--- config.mk ---
export PLATFORM = sky130hd
export DESIGN_NAME = button_debounce_timebase
export DESIGN_NICKNAME = d
export VERILOG_FILES = /design/src/rtl/bdt_pkg.sv /design/src/rtl/button_debounce_timebase.sv
export SDC_FILE = /design/constraint.sdc
export NUM_CORES = 1
export LEC_CHECK = 0
export ABC_AREA = 1
export BUFFER_PORTS_ARGS = -buffer_cell sky130_fd_sc_hd__buf_2
export CELL_PAD_IN_SITES_DETAIL_PLACEMENT = 1
export CELL_PAD_IN_SITES_GLOBAL_PLACEMENT = 2
export CORE_ASPECT_RATIO = 0.7
export CORE_MARGIN = 2
export CORE_UTILIZATION = 34
export DETAILED_ROUTE_END_ITERATION = 10
export GPL_TIMING_DRIVEN = 0
export HOLD_SLACK_MARGIN = 0.1
export PLACE_DENSITY_LB_ADDON = 0.05
export SLEW_MARGIN = 20
export SYNTH_ARGS = -nofsm -noshare
export SYNTH_HDL_FRONTEND = slang
export SYNTH_SLANG_ARGS = --single-unit
export TNS_END_PERCENT = 5
--- constraint.sdc ---
create_clock -name i_clk -period 2.6 [get_ports i_clk]
set_clock_uncertainty 0.15 [all_clocks]
set_input_delay 0.26 -clock i_clk [delete_from_list [all_inputs] [get_ports i_clk]]
set_output_delay 0.26 -clock i_clk [all_outputs]
set_load 0.01 [all_outputs]
--- src/rtl/bdt_pkg.sv ---
// ----------------------------------------------------------------------------
// Button debounce and timebase package
// Item types, configuration register indexes and reset values.
// ----------------------------------------------------------------------------
package bdt_pkg;

    localparam int CFG_INDEX_W = 3;
    localparam int CFG_DATA_W  = 16;

    localparam logic [CFG_INDEX_W-1:0] CFG_BACKLIGHT_RELOAD = 3'd0;
    localparam logic [CFG_INDEX_W-1:0] CFG_SLEEP_RELOAD     = 3'd1;
    localparam logic [CFG_INDEX_W-1:0] CFG_TICKS_PER_SECOND = 3'd2;
    localparam logic [CFG_INDEX_W-1:0] CFG_TICKS_PER_ADC    = 3'd3;
    localparam logic [CFG_INDEX_W-1:0] CFG_SECONDS_PER_LOG  = 3'd4;

    localparam logic [15:0] BACKLIGHT_RELOAD_RST = 16'd60;
    localparam logic [15:0] SLEEP_RELOAD_RST     = 16'd300;
    localparam logic [9:0]  TICKS_PER_SECOND_RST = 10'd992;
    localparam logic [7:0]  TICKS_PER_ADC_RST    = 8'd125;
    localparam logic [7:0]  SECONDS_PER_LOG_RST  = 8'd59;

    typedef struct packed {
        logic up_pin;
        logic select_pin;
        logic down_pin;
    } t_in_item;

    typedef struct packed {
        logic       up_event;
        logic       select_event;
        logic       down_event;
        logic       redraw_due;
        logic       adc_due;
        logic       second_pulse;
        logic       log_due;
        logic [7:0] seconds_now;
        logic       backlight_level;
        logic       sleep_ok;
    } t_out_item;

endpackage

--- src/rtl/button_debounce_timebase.sv ---
// ----------------------------------------------------------------------------
// Button debounce and timebase
// Debounces three button pins and derives the ADC, second and log pulses and
// the backlight and sleep countdowns from a stream of millisecond ticks.
// ----------------------------------------------------------------------------
// An accepted item's result is registered in the output register in the cycle after it is accepted.
// Throughput is one item per cycle while the held result is not stalled, set by the single output register.
// Input is stalled only while a held result is itself stalled.
// Reset clears all histories, counters and flags and loads the register defaults.
// Configuration writes are always ready and take effect on the next item.
module button_debounce_timebase #(
    parameter int STABLE_TICKS = 12
) (
    input  logic                          i_clk,
    input  logic                          i_rst_n,
    input  logic                          i_in_valid,
    output logic                          o_in_stall,
    input  bdt_pkg::t_in_item             i_in_data,
    output logic                          o_out_valid,
    input  logic                          i_out_stall,
    output bdt_pkg::t_out_item            o_out_data,
    input  logic                          i_cfg_valid,
    output logic                          o_cfg_ready,
    input  logic [bdt_pkg::CFG_INDEX_W-1:0] i_cfg_index,
    input  logic [bdt_pkg::CFG_DATA_W-1:0]  i_cfg_data
);
    import bdt_pkg::*;

    localparam int HIST_W = STABLE_TICKS + 1;
    localparam logic [HIST_W-1:0] HIST_FIRE = {1'b1, {STABLE_TICKS{1'b0}}};

    logic [15:0]       r_backlight_reload;
    logic [15:0]       r_sleep_reload;
    logic [9:0]        r_ticks_per_second;
    logic [7:0]        r_ticks_per_adc;
    logic [7:0]        r_seconds_per_log;

    logic [HIST_W-1:0] r_up_hist, n_up_hist;
    logic [HIST_W-1:0] r_sel_hist, n_sel_hist;
    logic [HIST_W-1:0] r_dn_hist, n_dn_hist;
    logic [7:0]        r_adc_count, n_adc_count;
    logic [9:0]        r_tick_count, n_tick_count;
    logic [7:0]        r_second_count, n_second_count;
    logic [15:0]       r_backlight_count, n_backlight_count;
    logic [15:0]       r_sleep_count, n_sleep_count;
    logic              r_backlight_pin, n_backlight_pin;
    logic              r_sleep_flag, n_sleep_flag;
    logic              r_out_valid;
    t_out_item         r_out_data, n_out_data;

    logic              in_accept;
    logic              up_ev, sel_ev, dn_ev, any_ev;
    logic              adc_hit, sec_hit, log_hit;
    logic [7:0]        adc_inc, sec_inc;
    logic [9:0]        tick_inc;
    logic [15:0]       bl_loaded, sl_loaded;

    assign o_in_stall  = r_out_valid && i_out_stall;
    assign in_accept   = i_in_valid && !o_in_stall;
    assign o_out_valid = r_out_valid;
    assign o_out_data  = r_out_data;
    assign o_cfg_ready = 1'b1;

    always_comb begin
        n_up_hist  = {r_up_hist[HIST_W-2:0], ~i_in_data.up_pin};
        n_sel_hist = {r_sel_hist[HIST_W-2:0], ~i_in_data.select_pin};
        n_dn_hist  = {r_dn_hist[HIST_W-2:0], ~i_in_data.down_pin};
        up_ev      = (n_up_hist == HIST_FIRE);
        sel_ev     = (n_sel_hist == HIST_FIRE);
        dn_ev      = (n_dn_hist == HIST_FIRE);
        any_ev     = up_ev || sel_ev || dn_ev;

        bl_loaded = any_ev ? r_backlight_reload : r_backlight_count;
        sl_loaded = any_ev ? r_sleep_reload : r_sleep_count;

        adc_inc     = r_adc_count + 8'd1;
        adc_hit     = (adc_inc == r_ticks_per_adc);
        n_adc_count = adc_hit ? 8'd0 : adc_inc;

        tick_inc     = r_tick_count + 10'd1;
        sec_hit      = (tick_inc == r_ticks_per_second);
        n_tick_count = sec_hit ? 10'd0 : tick_inc;

        sec_inc           = r_second_count + 8'd1;
        log_hit           = sec_hit && (sec_inc == r_seconds_per_log);
        n_second_count    = r_second_count;
        n_backlight_count = bl_loaded;
        n_sleep_count     = sl_loaded;
        n_backlight_pin   = r_backlight_pin;
        n_sleep_flag      = r_sleep_flag;
        if (sec_hit) begin
            n_second_count  = log_hit ? 8'd0 : sec_inc;
            n_backlight_pin = (bl_loaded == 16'd0);
            n_sleep_flag    = (sl_loaded == 16'd0);
            if (bl_loaded != 16'd0) begin
                n_backlight_count = bl_loaded - 16'd1;
            end
            if (sl_loaded != 16'd0) begin
                n_sleep_count = sl_loaded - 16'd1;
            end
        end

        n_out_data.up_event        = up_ev;
        n_out_data.select_event    = sel_ev;
        n_out_data.down_event      = dn_ev;
        n_out_data.redraw_due      = any_ev || sec_hit;
        n_out_data.adc_due         = adc_hit;
        n_out_data.second_pulse    = sec_hit;
        n_out_data.log_due         = log_hit;
        n_out_data.seconds_now     = n_second_count;
        n_out_data.backlight_level = n_backlight_pin;
        n_out_data.sleep_ok        = n_sleep_flag;
    end

    always_ff @(posedge i_clk) begin
        if (!i_rst_n) begin
            r_backlight_reload <= BACKLIGHT_RELOAD_RST;
            r_sleep_reload     <= SLEEP_RELOAD_RST;
            r_ticks_per_second <= TICKS_PER_SECOND_RST;
            r_ticks_per_adc    <= TICKS_PER_ADC_RST;
            r_seconds_per_log  <= SECONDS_PER_LOG_RST;
        end else if (i_cfg_valid && o_cfg_ready) begin
            unique case (i_cfg_index)
                CFG_BACKLIGHT_RELOAD: r_backlight_reload <= i_cfg_data;
                CFG_SLEEP_RELOAD:     r_sleep_reload     <= i_cfg_data;
                CFG_TICKS_PER_SECOND: r_ticks_per_second <= i_cfg_data[9:0];
                CFG_TICKS_PER_ADC:    r_ticks_per_adc    <= i_cfg_data[7:0];
                CFG_SECONDS_PER_LOG:  r_seconds_per_log  <= i_cfg_data[7:0];
                default: begin
                end
            endcase
        end
    end

    always_ff @(posedge i_clk) begin
        if (!i_rst_n) begin
            r_up_hist         <= '0;
            r_sel_hist        <= '0;
            r_dn_hist         <= '0;
            r_adc_count       <= '0;
            r_tick_count      <= '0;
            r_second_count    <= '0;
            r_backlight_count <= '0;
            r_sleep_count     <= '0;
            r_backlight_pin   <= 1'b0;
            r_sleep_flag      <= 1'b0;
            r_out_valid       <= 1'b0;
        end else begin
            if (in_accept) begin
                r_up_hist         <= n_up_hist;
                r_sel_hist        <= n_sel_hist;
                r_dn_hist         <= n_dn_hist;
                r_adc_count       <= n_adc_count;
                r_tick_count      <= n_tick_count;
                r_second_count    <= n_second_count;
                r_backlight_count <= n_backlight_count;
                r_sleep_count     <= n_sleep_count;
                r_backlight_pin   <= n_backlight_pin;
                r_sleep_flag      <= n_sleep_flag;
                r_out_valid       <= 1'b1;
            end else if (!i_out_stall) begin
                r_out_valid <= 1'b0;
            end
        end
    end

    always_ff @(posedge i_clk) begin
        if (in_accept) begin
            r_out_data <= n_out_data;
        end
    end

endmodule

==> metrics <==
Initial Util=34.8%; initial antenna violation count=0; cells after synthesis=1420; Core Util, Final=44.7%; RSZ-0062 raised after global routing=true; Ports=47; via count=9942; dominant cells by area after synthesis=dfxtp_1 (33%), nand2_1 (14%), nor2_1 (8.5%); Die Wd=202 um; overall power=7.06 mW; Main synth FF type=dfxtp_1; number of buffers created by CTS=17; actual slew at the worst max-slew pin=925 ps; Core Area=26900 um2; CP arrival=2830 ps; Post-DP Area=10100 um2; # DRC=0; Mapped Avg Cell Area=6.59 um2; critical path class=reg -> reg; area grow syn2layout=28.4%; Worst Slack Setup Final=-10.9 ps; Antenna Cells=0; largest net degree at the start of global routing=18; critical path required time=2820 ps; reg2reg setup slack=-10 ps; overall routing resource usage=26.8%; Pins Over Slew Limit=0; first-pass GRT wire length=58000 um; Chip Height=143 um; Seq pwr share=41.5%; Max VDD drop=0.424 mV; num rows=50; Netlist cell types=38; antenna-violating nets left=0; Setup-failing EPs final=3; sequential-to-total area share from yosys stat=38.6%; GP Congestion=0.853; FFs w/ async S/R, synth=0%; synthesized net count=1454; Non-Filler Instances=1920; clk_lat worst skew=460 ps; Reg2Reg Depth=17; hold path start=i_cfg_index[1]; Synth Cell Area=9360 um2; commonest cells after routing, fill and taps aside=nand2_1 (325), nor2_1 (171), inv_1 (140), dfxtp_1 (134), nand3_1 (99); switching portion of total power=33.3%; CP endpoint kind=flip-flop; setup TNS=-24.1 ps; grt total ovfl=0; final period utilization=100%; Tmin final=2610 ps; worst r2r src=r_sel_hist[7]; slew margin rel.=38.4%; Crit Path Max Fanout=7; vias in the first global route=9834; Vias/cell=5.18; hold path depth=4; WL/cell=19.9 um; Longest Clk Path Bufs=2; Reg-to-Reg End=r_backlight_count[4]; combinational power share=21.5%; Leakage=5.50 nW; Nets=1577; P_sw=2.35 mW; Worst-path clk slew=80 ps; Max H-tree Level=4; commonest non-fill, non-tap cell in the layout=nand2_1; pwr dens=587 nW/um2; share of the synthesized area in the top cell type=33.1%; TritonCTS Sinks=172; TritonCTS clock tree=built; Initial DRT Pass Iterations=5; HP Class=in -> reg; Worst setup SP type=flip-flop; violated checks=negative setup slack; DRT Wirelength=38300 um; I/O Buffers=44; Final Hold Fails=0; FF+latch count, synth=172; Hold EP=r_sleep_reload[5]; internal power=4.70 mW; DP Wirelength=27600 um; area leader, netlist=dfxtp_1; DRT iter0 DRCs=583; placed insts=1829; Yosys Warn Count=0; status=complete, but fails checks; design area=12000 um2; fmax=383 MHz; EDFF count, synth=17; max-cap viol count=0; Clock power frac=37.0%; layout cell share with drive strength beyond 1=20.6%; CTS root buf=clkbuf_16; die area=28900 um2
## power by group through the flow
stage | logic, mW | clock network (mW) | registers, mW
after floorplan | 0.829 | 0 | 2.96
after global placement | 1.20 | 0 | 2.98
after detailed placement | 1.23 | 0 | 2.98
after CTS | 1.37 | 2.66 | 2.92
after global routing | 1.68 | 2.78 | 2.95
final | 1.52 | 2.61 | 2.93
## how the worst max path moves through the flow
stage / start / slack (ps) / cells after the start / end
2_1_floorplan: r_dn_hist[6] / 270 / 19 / r_backlight_count[10]
5_1_grt: r_tick_count[5] / -180 / 18 / r_backlight_count[10]
3_3_place_gp: i_out_stall / -610 / 6 / o_out_data[2]
3_5_place_dp: r_up_hist[8] / -590 / 17 / r_backlight_pin
4_1_cts: r_sel_hist[9] / -40 / 16 / r_backlight_count[8]
6_report: r_sel_hist[7] / -10 / 17 / r_backlight_count[4]
## registers in the layout, summed over array words and instances (netlist names), 12 cells and up
| name | flops |
|---|---|
| r_backlight_count | 16 |
| o_out_data | 17 |
| r_sleep_count | 16 |
| r_sleep_reload | 16 |
| r_sel_hist | 12 |
| r_backlight_reload | 16 |
| r_dn_hist | 12 |
| r_up_hist | 12 |
## cell type report
| type | count | area (um2) |
|---|---|---|
| flip-flops and latches | 172 | 3650 |
| clock inverters | 15 | 156 |
| clock buffers | 17 | 425 |
| plain buffers | 70 | 458 |
| fillers | 3463 | 14900 |
| repair buffers | 105 | 823 |
| inverters | 154 | 586 |
| multi-input cells | 1023 | 5470 |
| well taps | 364 | 455 |
## stage by stage
stage | setup slack, ps | hold slack, ps
6_report | -10.9 | 146
5_1_grt | -183 | 174
2_1_floorplan | 267 | 200
3_3_place_gp | -612 | 296
3_5_place_dp | -590 | 312
4_1_cts | -41.8 | 132
## cell families after synthesis
logic type               Yosys count  share of synthesized area [%]
other                              1                         0.0401
flip-flops                       172                           38.6
AND/OR/NAND/NOR                  790                           36.4
buffers and inverters            225                           9.68
XOR/XNOR                          41                           3.92
AO/OA/AOI/OAI                    184                           10.5
adder cells (fa/ha/maj)            7                          0.935
## worst max-delay path: stages, from the launching register on
cell	delay [ps]
dfxtp_2	330
nor2_2	110
nand2_1	80
nor2_2	150
nand2_4	130
nand3_4	190
buf_8	170
nand2_4	60
o21ai_4	100
ha_4	190
inv_4	40
nor2_2	70
nand4_1	190
buf_6	220
nand3_1	100
o211ai_1	100
nand2_1	90
inv_1	40
## metal layers
layer | track usage [%] | vias to the layer above | share of wire (%) | routed length, um
li1 | - | 4824 | - | -
met1 | 39.9 | 4860 | 52 | 19900
met2 | 39.3 | 222 | 41 | 15800
met3 | 5.45 | 36 | 5.4 | 2060
met4 | 6.22 | 0 | 1.4 | 526
met5 | 0 | - | 0 | 0
## cells in the mapped netlist (8+ instances only)
cell type and instances:
xor2_1 30, nand4_1 59, nand3_1 114, o21ai_1 8
xnor2_1 10, nand2_1 361, dfxtp_1 155, nor3_1 13
edfxtp_1 17, clkbuf_1 39, nor2_1 211, o21ai_0 84
a21oi_1 70, inv_1 146, buf_2 19, o211ai_1 11
## timing repair
item                                   CTS  global route
cloned                                   3             1
pin swaps                               30            61
gates resized for setup                107           135
buffers inserted                        16            18
setup endpoints to repair               65            66
endpoints found under the hold margin   55             0
hold buffers                            22             0
Power figures use the tool's default switching activity.
